<file path="config.mk">
export PLATFORM = sky130hd
export DESIGN_NAME = stable_insertion_sort_by_frequency
export DESIGN_NICKNAME = d
export VERILOG_FILES = /design/src/design/sfs_pkg.sv /design/src/design/stable_insertion_sort_by_frequency.sv /design/src/design/sfs_ram.sv /design/src/design/sfs_ctrl.sv /design/src/design/sfs_datapath.sv
export SDC_FILE = /design/constraint.sdc
export NUM_CORES = 2
export LEC_CHECK = 0
export ABC_AREA = 1
export BUFFER_PORTS_ARGS = -buffer_cell sky130_fd_sc_hd__buf_2
export CAP_MARGIN = 20
export CORE_MARGIN = 2
export CORE_UTILIZATION = 45
export CTS_CLUSTER_DIAMETER = 30
export CTS_CLUSTER_SIZE = 28
export DETAILED_ROUTE_END_ITERATION = 12
export PLACE_DENSITY = 0.68
export SYNTH_ARGS = -nofsm -noshare
export SYNTH_HDL_FRONTEND = slang
export SYNTH_SLANG_ARGS = --single-unit
export TNS_END_PERCENT = 20
</file>
<file path="constraint.sdc">
create_clock -name clock -period 6.33 [get_ports clock]
set_clock_uncertainty 0.1 [all_clocks]
set_input_delay 1.266 -clock clock [delete_from_list [all_inputs] [get_ports clock]]
set_output_delay 1.266 -clock clock [all_outputs]
set_load 0.1 [all_outputs]
</file>
<file path="src/design/sfs_pkg.sv">
// ----------------------------------------------------------------------------
// sfs_pkg
// Shared types and constants for the stable insertion sort by frequency.
// ----------------------------------------------------------------------------
package sfs_pkg;

   localparam int CAPACITY  = 64;
   localparam int ADDR_W    = (CAPACITY > 1) ? $clog2(CAPACITY) : 1;
   localparam int COUNT_W   = $clog2(CAPACITY + 1);
   localparam int SYM_W     = 7;
   localparam int FREQ_W    = 32;
   localparam int REC_W     = SYM_W + FREQ_W;

   typedef struct packed {
      logic [SYM_W-1:0]  symbol_code;
      logic [FREQ_W-1:0] frequency;
      logic              last;
   } req_type;

   typedef struct packed {
      logic [SYM_W-1:0]  out_symbol;
      logic [FREQ_W-1:0] out_frequency;
      logic              out_last;
      logic              overflowed;
   } rsp_type;

   typedef struct packed {
      logic [SYM_W-1:0]  sym;
      logic [FREQ_W-1:0] freq;
   } rec_type;

   // Source of the word written into the store.
   typedef enum logic [1:0] {
      WR_NONE  = 2'd0,
      WR_NEW   = 2'd1,
      WR_SHIFT = 2'd2
   } wr_sel_type;

   // Address of the store read.
   typedef enum logic [1:0] {
      RD_NONE = 2'd0,
      RD_TOP  = 2'd1,
      RD_NEXT = 2'd2,
      RD_EMIT = 2'd3
   } rd_sel_type;

   typedef struct packed {
      logic       load;
      logic       drop;
      wr_sel_type wr_sel;
      rd_sel_type rd_sel;
      logic       pos_load;
      logic       pos_dec;
      logic       count_inc;
      logic       emit_step;
      logic       finish;
   } cmd_type;

   typedef struct packed {
      logic full;
      logic empty;
      logic greater;
      logic pos_one;
      logic last;
      logic emit_end;
   } stat_type;

endpackage

</file>
<file path="src/design/stable_insertion_sort_by_frequency.sv">
// ----------------------------------------------------------------------------
// stable_insertion_sort_by_frequency
// Stable insertion sort of symbol records, ascending by frequency.
// ----------------------------------------------------------------------------
// A record is loaded, then dropped when the store is full or written to slot
// zero when it is empty; otherwise the compare-and-shift loop over the record
// RAM moves each held record with a larger frequency up one slot, then writes
// the new one into the freed slot. A record marked last then streams n
// results, one per cycle, the first in the cycle after the sequencer enters
// its emit phase; busy drops in the cycle that carries the final result.
// Results cannot be stalled: each beat shows for exactly one cycle on rsp_valid.
// Reset (synchronous, active high) empties the store and clears the overflow
// flag; the record RAM itself is not cleared, as only filled entries are read.
// ----------------------------------------------------------------------------
module stable_insertion_sort_by_frequency
   import sfs_pkg::*;
(
   input  logic    clock,
   input  logic    reset,
   input  logic    start,
   output logic    busy,
   input  req_type req_data,
   output logic    rsp_valid,
   output rsp_type rsp_data
);

   // The controller sequences each beat; the datapath holds the sorted store,
   // the insertion pointer and the fill count, and reports compare results.
   cmd_type  cmd;
   stat_type stat;

   sfs_ctrl u_ctrl (
      .clock (clock),
      .reset (reset),
      .start (start),
      .busy  (busy),
      .stat  (stat),
      .cmd   (cmd)
   );

   // Insertion walks down from the top of the store. Each cycle compares the
   // entry just read with the new key; a larger entry moves up one slot while
   // the next one is read, so equal keys stay ahead of the new record.
   sfs_datapath u_datapath (
      .clock     (clock),
      .reset     (reset),
      .req_data  (req_data),
      .cmd       (cmd),
      .stat      (stat),
      .rsp_valid (rsp_valid),
      .rsp_data  (rsp_data)
   );

endmodule

</file>
<file path="src/design/sfs_ram.sv">
// ----------------------------------------------------------------------------
// sfs_ram
// Generic single-write, single-read RAM with registered read data.
// ----------------------------------------------------------------------------
module sfs_ram #(
   parameter int WIDTH = 8,
   parameter int DEPTH = 16
) (
   input  logic                                       clock,
   input  logic                                       wr_en,
   input  logic [((DEPTH > 1) ? $clog2(DEPTH) : 1)-1:0] wr_addr,
   input  logic [WIDTH-1:0]                           wr_data,
   input  logic                                       rd_en,
   input  logic [((DEPTH > 1) ? $clog2(DEPTH) : 1)-1:0] rd_addr,
   output logic [WIDTH-1:0]                           rd_data
);

   logic [WIDTH-1:0] mem_ff [DEPTH];
   logic [WIDTH-1:0] rd_data_ff;

   always_ff @(posedge clock) begin
      if (wr_en) begin
         mem_ff[wr_addr] <= wr_data;
      end
      if (rd_en) begin
         rd_data_ff <= mem_ff[rd_addr];
      end
   end

   assign rd_data = rd_data_ff;

endmodule

</file>
<file path="src/design/sfs_ctrl.sv">
// ----------------------------------------------------------------------------
// sfs_ctrl
// Sequencer for loading, inserting and emitting records.
// ----------------------------------------------------------------------------
module sfs_ctrl
   import sfs_pkg::*;
(
   input  logic     clock,
   input  logic     reset,
   input  logic     start,
   output logic     busy,
   input  stat_type stat,
   output cmd_type  cmd
);

   typedef enum logic [4:0] {
      ST_IDLE   = 5'b00001,
      ST_INSERT = 5'b00010,
      ST_CMP    = 5'b00100,
      ST_PLACE  = 5'b01000,
      ST_EMIT   = 5'b10000
   } state_type;

   state_type state_ff, state_in;

   always_comb begin
      cmd      = '0;
      cmd.wr_sel = WR_NONE;
      cmd.rd_sel = RD_NONE;
      state_in = state_ff;
      unique case (state_ff)
         ST_IDLE: begin
            if (start) begin
               cmd.load = 1'b1;
               state_in = ST_INSERT;
            end
         end
         ST_INSERT: begin
            priority if (stat.full) begin
               cmd.drop = 1'b1;
               state_in = stat.last ? ST_EMIT : ST_IDLE;
            end else if (stat.empty) begin
               cmd.wr_sel    = WR_NEW;
               cmd.count_inc = 1'b1;
               state_in      = stat.last ? ST_EMIT : ST_IDLE;
            end else begin
               cmd.rd_sel   = RD_TOP;
               cmd.pos_load = 1'b1;
               state_in     = ST_CMP;
            end
         end
         ST_CMP: begin
            if (stat.greater) begin
               cmd.wr_sel  = WR_SHIFT;
               cmd.pos_dec = 1'b1;
               if (stat.pos_one) begin
                  state_in = ST_PLACE;
               end else begin
                  cmd.rd_sel = RD_NEXT;
               end
            end else begin
               cmd.wr_sel    = WR_NEW;
               cmd.count_inc = 1'b1;
               state_in      = stat.last ? ST_EMIT : ST_IDLE;
            end
         end
         ST_PLACE: begin
            cmd.wr_sel    = WR_NEW;
            cmd.count_inc = 1'b1;
            state_in      = stat.last ? ST_EMIT : ST_IDLE;
         end
         ST_EMIT: begin
            cmd.rd_sel    = RD_EMIT;
            cmd.emit_step = 1'b1;
            if (stat.emit_end) begin
               cmd.finish = 1'b1;
               state_in   = ST_IDLE;
            end
         end
         default: begin
            state_in = ST_IDLE;
         end
      endcase
   end

   always_ff @(posedge clock) begin
      if (reset) begin
         state_ff <= ST_IDLE;
      end else begin
         state_ff <= state_in;
      end
   end

   assign busy = (state_ff != ST_IDLE);

endmodule

</file>
<file path="src/design/sfs_datapath.sv">
// ----------------------------------------------------------------------------
// sfs_datapath
// Record store, insertion position, fill count and result registers.
// ----------------------------------------------------------------------------
module sfs_datapath
   import sfs_pkg::*;
(
   input  logic     clock,
   input  logic     reset,
   input  req_type  req_data,
   input  cmd_type  cmd,
   output stat_type stat,
   output logic     rsp_valid,
   output rsp_type  rsp_data
);

   rec_type             new_rec_ff;
   logic                last_ff;
   logic [ADDR_W-1:0]   pos_ff;
   logic [COUNT_W-1:0]  count_ff;
   logic                overflow_ff;
   logic [ADDR_W-1:0]   emit_idx_ff;
   logic                rsp_valid_ff;
   logic                rsp_last_ff;
   logic                rsp_over_ff;

   logic                wr_en;
   logic [ADDR_W-1:0]   wr_addr;
   rec_type             wr_data;
   logic                rd_en;
   logic [ADDR_W-1:0]   rd_addr;
   logic [REC_W-1:0]    rd_raw;
   rec_type             rd_rec;
   logic [COUNT_W-1:0]  count_m1;

   assign rd_rec   = rec_type'(rd_raw);
   assign count_m1 = count_ff - COUNT_W'(1);

   always_comb begin
      wr_en   = 1'b1;
      wr_addr = pos_ff;
      wr_data = new_rec_ff;
      unique case (cmd.wr_sel)
         WR_NONE:  wr_en = 1'b0;
         WR_NEW: begin
            wr_data = new_rec_ff;
            // The first record of a set goes to slot zero; the position
            // register is only loaded when the store already holds records.
            if (stat.empty) begin
               wr_addr = '0;
            end
         end
         WR_SHIFT: wr_data = rd_rec;
         default:  wr_en = 1'b0;
      endcase
   end

   always_comb begin
      rd_en   = 1'b1;
      rd_addr = emit_idx_ff;
      unique case (cmd.rd_sel)
         RD_NONE: rd_en = 1'b0;
         RD_TOP:  rd_addr = count_m1[ADDR_W-1:0];
         RD_NEXT: rd_addr = pos_ff - ADDR_W'(2);
         RD_EMIT: rd_addr = emit_idx_ff;
         default: rd_en = 1'b0;
      endcase
   end

   sfs_ram #(
      .WIDTH (REC_W),
      .DEPTH (CAPACITY)
   ) u_store (
      .clock   (clock),
      .wr_en   (wr_en),
      .wr_addr (wr_addr),
      .wr_data (wr_data),
      .rd_en   (rd_en),
      .rd_addr (rd_addr),
      .rd_data (rd_raw)
   );

   always_ff @(posedge clock) begin
      if (cmd.load) begin
         new_rec_ff.sym  <= req_data.symbol_code;
         new_rec_ff.freq <= req_data.frequency;
         last_ff         <= req_data.last;
      end
      if (cmd.pos_load) begin
         pos_ff <= count_ff[ADDR_W-1:0];
      end else if (cmd.pos_dec) begin
         pos_ff <= pos_ff - ADDR_W'(1);
      end
      rsp_last_ff <= stat.emit_end;
      rsp_over_ff <= overflow_ff;
   end

   always_ff @(posedge clock) begin
      if (reset) begin
         count_ff     <= '0;
         overflow_ff  <= 1'b0;
         emit_idx_ff  <= '0;
         rsp_valid_ff <= 1'b0;
      end else begin
         rsp_valid_ff <= cmd.emit_step;
         if (cmd.finish) begin
            count_ff    <= '0;
            overflow_ff <= 1'b0;
            emit_idx_ff <= '0;
         end else begin
            if (cmd.count_inc) begin
               count_ff <= count_ff + COUNT_W'(1);
            end
            if (cmd.drop) begin
               overflow_ff <= 1'b1;
            end
            if (cmd.emit_step) begin
               emit_idx_ff <= emit_idx_ff + ADDR_W'(1);
            end
         end
      end
   end

   assign stat.full     = (count_ff == COUNT_W'(CAPACITY));
   assign stat.empty    = (count_ff == '0);
   assign stat.greater  = (rd_rec.freq > new_rec_ff.freq);
   assign stat.pos_one  = (pos_ff == ADDR_W'(1));
   assign stat.last     = last_ff;
   assign stat.emit_end = ({{(COUNT_W-ADDR_W){1'b0}}, emit_idx_ff} == count_m1);

   assign rsp_valid              = rsp_valid_ff;
   assign rsp_data.out_symbol    = rd_rec.sym;
   assign rsp_data.out_frequency = rd_rec.freq;
   assign rsp_data.out_last      = rsp_last_ff;
   assign rsp_data.overflowed    = rsp_over_ff;

endmodule
</file>
Word level (Yosys, flattened, before mapping)
Memory sizes are Yosys's and may differ from the RTL's. A register that Yosys moved wholly into a read port is not among the register bits.
Cells that the tools add are included.
{ "op_classes": {"add_sub_neg": 5, "magnitude_cmp": 1, "muxes": 38, "reduce_logical": 7, "n_eq_ne": 16} }
{ "op_table": {"columns": ["op", "n"], "rows": [
  ["two-way mux 5 bit", 8],
  ["two-way mux 39 bit", 1],
  ["greater-than comparator 32 bit", 1],
  ["one-hot mux 5 bit (5 select lines)", 1],
  ["two-way mux 6 bit", 4],
  ["two-way mux 1 bit", 15],
  ["one-hot mux 2 bit (3 select lines)", 2],
  ["one-hot mux 6 bit (2 select lines)", 1],
  ["two-way mux 2 bit", 5],
  ["adder 7 x 1 -> 7 bit (second input constant)", 1],
  ["equality test 6 x 7 -> 1 bit", 1],
  ["equality test 7 bit (second input constant)", 1],
  ["logical NOT 7 bit", 1],
  ["subtractor 7 x 1 -> 7 bit (second input constant)", 1],
  ["adder 6 x 1 -> 6 bit (second input constant)", 1],
  ["equality test 6 x 1 -> 1 bit (second input constant)", 1],
  ["subtractor 6 x 1 -> 6 bit (second input constant)", 1],
  ["subtractor 6 x 2 -> 6 bit (second input constant)", 1],
  ["equality test 5 x 1 -> 1 bit (second input constant)", 1],
  ["equality test 5 x 2 -> 1 bit (second input constant)", 1],
  ["equality test 5 x 3 -> 1 bit (second input constant)", 1],
  ["equality test 5 x 4 -> 1 bit (second input constant)", 1],
  ["equality test 5 bit (second input constant)", 1],
  ["inequality test 5 x 1 -> 1 bit (second input constant)", 1],
  ["other kinds (11)", 14]
]} }
{ "word_totals": {"in_bits": 43, "word_cells": 79, "ramBits": 2496, "out_inout_bits": 43, "regBits": 68, "n_memories": 1} }
{ "memory_table": {"columns": ["name", "words", "width", "rd", "rd_clocked_by_memory_dff", "wr", "line_no", "text"], "rows": [
  ["u_datapath.u_store.mem_ff", 64, 39, 1, 1, 1, "sfs_ram.sv:18", "logic [WIDTH-1:0] mem_ff [DEPTH];"]
]} }

Logic depth before layout (Yosys ltp)
{ "depth": {"depth_word": 9, "mapped_depth": 30, "mapped_depth_nobuf": 27} }

Modules after synthesis
From an unflattened synthesis, not the netlist that was laid out.
{ "unflattened": {"hier_cells": 8795, "area_unflattened_um2": 106061.7} }
{ "by_module_without_submodules": {"columns": ["module", "seq_area_each_um2", "cells_per_inst", "area_each_um2", "n_inst"], "rows": [
  ["sfs_ram", 76123.0, 8234, 101482.3, 1],
  ["sfs_datapath", 1721.7, 479, 4086.4, 1],
  ["sfs_ctrl", 100.1, 82, 493.0, 1]
]} }

Least setup slack after synthesis
No wires, ideal clock.
{ "synth_timing": {"kind": "reg-to-reg", "from": "register u_datapath.u_store.rd_data_ff[0] (netlist: u_datapath.u_store.rd_data[0]) (read register of u_datapath.u_store.mem_ff)", "to": "memory u_datapath.u_store.mem_ff[32][0] in the netlist's numbering, enable pin", "n_path_buf": 1, "slack_ps": -1114, "setup_ps": 533, "stages_incl_launch_ff": 24, "period_less_slack_ps": 7444, "arrival_ps": 6811, "t_required_ps": 5697, "path_cell_list": "edfxtp_1 inv_1 ha_1 inv_1 nand2_1 nand2_1 nand2_1 nand2_1 nand2_1 nand2_1 nand2_1 nand2_1 nand2_1 nand2_1 nand2_1 nand2_1 nand3_1 buf_2 ha_1 nand2_1 inv_1 nor3_1 nand3_1 nor4_1"} }
{ "synth_via": {"elab_chain_cells": 8, "elab_cells_between_ends": 10, "cone_classes": "order compare (1); eq/ne (2); mux (6); reduce/logical (1)"} }
{ "synth_lines": {"columns": ["element", "line_no", "text"], "rows": [
  ["start, declared", "sfs_ram.sv:19", "logic [WIDTH-1:0] rd_data_ff;"],
  ["greater-than comparator 32 bit (*)", "sfs_datapath.sv:126", "assign stat.greater = (rd_rec.freq > new_rec_ff.freq);"],
  ["two-way mux 2 bit (*)", "sfs_ctrl.sv:53", "if (stat.greater) begin"],
  ["one-hot mux 2 bit (3 select lines) (*)", "sfs_ctrl.sv:31", "unique case (state_ff)"],
  ["equality test 2 bit / equality test 2 x 1 -> 1 bit (equally long branches)", "sfs_datapath.sv:43", "unique case (cmd.wr_sel)"],
  ["OR reduction 2 bit (no line)", null, null],
  ["two-way mux 1 bit", "sfs_datapath.sv:43", null],
  ["two-way mux 1 bit", "sfs_ram.sv:22", "if (wr_en) begin"],
  ["two-way mux 1 bit (implied by the code)", "sfs_ram.sv:23", "mem_ff[wr_addr] <= wr_data;"],
  ["end, declared", "sfs_ram.sv:18", null]
]} }
Every way passes the cells marked *; elsewhere a longest branch is shown, timed or not.

Final worst setup path
{ "layout_timing": {"from": "register u_datapath.new_rec_ff[4] in the netlist's numbering", "to": "register u_datapath.u_store.rd_data_ff[29] (netlist: u_datapath.u_store.rd_data[29]) (read register of u_datapath.u_store.mem_ff) (data pin)"} }
{ "layout_via": {"elab_chain_cells": 5, "elab_cells_between_ends": 8, "cone_classes": "order compare (1); eq/ne (2); mux (3); reduce/logical (2)"} }
{ "layout_lines": {"columns": ["element", "line_no", "text"], "rows": [
  ["start, declared", "sfs_datapath.sv:17", "rec_type new_rec_ff;"],
  ["greater-than comparator 32 bit (*)", "sfs_datapath.sv:126", null],
  ["two-way mux 2 bit (*)", "sfs_ctrl.sv:53", null],
  ["one-hot mux 2 bit (3 select lines) (*)", "sfs_ctrl.sv:31", null],
  ["equality test 2 bit (tied with other cells)", "sfs_datapath.sv:61", "unique case (cmd.rd_sel)"],
  ["one-hot mux 6 bit (2 select lines) / logical NOT 1 bit (equally long branches)", null, null]
]} }
Marked as above.
A chain may end at the register's enable or synchronous reset.

==> reports/qor.csv <==
metric,value,unit
outcome,"complete, no violations",
min_period,6.12,ns
drtIter0Drc,10100,
postSynthCellCount,8251,
tritoncts,yes,
cts_buffers,454,
critical_path_peak_fanout,73,
grt_overflow,0,
p_per_area,343,nW/um^2
rsz0062_at_grt,no,
wl_met1,121,mm
critPathBufInv,5,
synth_fa_ha_area_share,0.524,%
cpPeakStageDelay,0.67,ns
die_x,493,um
cts.repair.resized,0,
ys_types,41,
drc_errors,0,
htreeDepth,5,
maxCapViolCount,0,
tightest_slew,1.18,ns
grt_pass1_vias,69600,
top_layer_used,met5,
hold_buffers,0,
worstSkewPairLatency,1.00,ns
ys_seq_area_share,72.5,%
antenna_found_initial,9,
r2r_start,u_datapath.new_rec_ff[4]$_DFFE_PP_,
io_pins,86,
reg2reg_slack,0.21,ns
drv_slew,0,
routed_wirelength,323,mm
vdd_ir_drop_max,257,uV
crit_path_end,u_datapath.u_store.rd_data[29]$_DFFE_PP_,
fmax,0.163,GHz
cellLeakagePower,47.0,nW
initial_core_util,45.2,%
cp.depth,25,
setup_slack,0.213,ns
cp-end-kind,flop,
wl_met3,36.5,mm
cts.clk_slew.worst_paths,0.05,ns
cp.arrival,6.75,ns
hold_viol_final,0,
synth_nets,8339,
ant_nets,0,
crit_path_start_kind,flop,
rr_endpoint,u_datapath.u_store.rd_data[29]$_DFFE_PP_,
dp_slack,0.481,ns
drt-wirelength-per-cell,26.5,um
setup_violations,0,
synth_xor_area_share,0.0977,%
required,6.96,ns
clockBufferDepth,4,
nNetsFinal,8729,
vias_per_cell,5.90,
num_rows,179,
slew_headroom,21.2,%
critical_path_class,flop to flop,
grtUsageTotal,26.0,%
synth_compound_area_share,10.6,%
dp_hpwl,170,mm
cpMostUsedCell,nand2_1,
io_buffers,85,
gp_congestion,0.857,
grt_first_pass_wirelength,465,mm
synth_area,108000,um^2
grt_max_degree,113,
post_cts_buffers,0,
drive_gt1_share,16.4,%
synthMuxAreaShare,0.0733,%
post-route-period-util,96.6,%
stdcell_count,12200,
startpoint,u_datapath.new_rec_ff[4]$_DFFE_PP_,
chipHeight,493,um
core_region_area,238000,um^2
synthToLayoutAreaGrowth,21.2,%
hold_class,flop to flop,
cp_slowest_cell,edfxtp_1,
synth_top_family_by_area,compound AO/OA/AOI/OAI gates,
vias,71900,
dpl.cell_count,11300,
synthSimpleGateAreaFrac,9.99,%
ys_seq_elements,2603,
firstDrtPassIters,8,
critPathTopFamily,simple AND/OR/NAND/NOR gates,
die_area,243000,um^2
reg2reg_depth,25,
clkSinkCount,2603,
yosys_warnings,0,
dr_wl_met2,150,mm
cts-root-buf,clkbuf_16,
syn_area_per_cell,13.0,um^2
## synth_stat cells (all sizes together)
master | number | area (um^2)
or2 | 121 | 757
nor4 | 5 | 31.3
xor2 | 10 | 87.6
xnor2 | 2 | 17.5
nand4 | 13 | 81.3
nand3 | 887 | 4440
clkbuf | 183 | 694
a31oi | 3 | 18.8
inv | 919 | 3450
a21oi | 30 | 150
dfxtp | 22 | 440
and2 | 1 | 6.26
o21a | 1 | 7.51
nand2 | 999 | 3750
nor3 | 12 | 60.1
ha | 45 | 563
mux2 | 7 | 78.8
o211ai | 1249 | 9380
clkinv | 1 | 3.75
o21ai | 359 | 1820
nor3b | 1 | 7.51
nand3b | 1 | 7.51
buf | 373 | 2540
a21o | 1 | 7.51
a22oi | 2 | 25.0
nor2 | 423 | 1590
edfxtp | 2581 | 77500
## area by class of cell
| type | instances | area, um^2 |
|---|---|---|
| diodes | 7 | 17.5 |
| multi-input cells | 4172 | 23800 |
| fillers | 18400 | 107000 |
| well taps | 3167 | 3960 |
| clock buffers | 502 | 11800 |
| clock inverters | 324 | 3500 |
| inverters | 920 | 3490 |
| flip-flops and latches | 2603 | 77900 |
| repair buffers | 490 | 5860 |
## per-layer routing
metal  up-vias  track usage, %
met5         -               0
met4         2            12.1
met3       786            5.81
met2      4523            41.3
met1     35400            34.0
li1      31200               -
## cell families (layout without fill, tap and decap cells)
kind of cell,Yosys count,count (layout)
compound gates,1645,1645
xor+xnor,12,12
fa+ha+maj,45,45
buf+inv,1476,2236
flops,2603,2603
mux,7,7
other cells,0,7
simple gates,2463,2463
## state kept, by name (all words and copies together), names as in the netlist
signal,count
u_datapath.rsp_last_ff,1
u_datapath.rsp_over_ff,1
u_datapath.rsp_valid,1
u_datapath.count_ff,7
u_datapath.last_ff,1
u_datapath.u_store.rd_data,39
u_datapath.pos_ff,6
u_datapath.emit_idx_ff,6
u_ctrl.state_ff,5
u_datapath.new_rec_ff,39
u_datapath.overflow_ff,1
u_datapath.u_store.mem_ff,2496
## report_power, final
| group | internal [mW] | switching [mW] |
|---|---|---|
| combinational | 0.354 | 1.00 |
| clock | 15.8 | 8.42 |
| sequential | 19.2 | 0.0246 |
| total | 35.3 | 9.44 |
## worst min path at each step
stage,slack [ns],end,start,depth (start not counted)
after floorplan,0.23,u_datapath.rsp_over_ff$_DFF_P_,u_datapath.overflow_ff$_SDFFE_PP0P_,0
after global placement,0.30,u_datapath.rsp_over_ff$_DFF_P_,u_datapath.overflow_ff$_SDFFE_PP0P_,0
after detailed placement,0.31,u_datapath.rsp_over_ff$_DFF_P_,u_datapath.overflow_ff$_SDFFE_PP0P_,0
after CTS,0.29,u_datapath.new_rec_ff[11]$_DFFE_PP_,req_data[12],1
after global routing,0.31,u_datapath.rsp_over_ff$_DFF_P_,u_datapath.overflow_ff$_SDFFE_PP0P_,0
final,0.30,u_datapath.rsp_over_ff$_DFF_P_,u_datapath.overflow_ff$_SDFFE_PP0P_,0
## cell usage in the layout (no fill, tap or decap), types with 85 or more instances in the layout
master / instances
nand2_1: 998
nor2_1: 364
inv_1: 910
o21ai_0: 232
buf_12: 188
nand3_1: 886
edfxtp_1: 2581
o211ai_1: 1249
or2_2: 120
buf_2: 85
buf_4: 215
o21ai_1: 92
clkbuf_16: 464
## per-stage QoR
step | hold slack (ns) | util, % | setup TNS [ns] | total power, mW | instance area (um^2)
global route | 0.306 | 54.8 | 0 | 45.7 | 130000
CTS | 0.287 | 54.8 | 0 | 44.8 | 130000
floorplan | 0.231 | - | -98.50 | 20.3 | 108000
detailed placement | 0.306 | 48.4 | 0 | 20.8 | 115000
finish | 0.303 | 54.8 | 0 | 44.7 | 130000
global placement | 0.297 | 48.4 | 0 | 20.8 | 115000
Power figures use the tool's default switching activity.
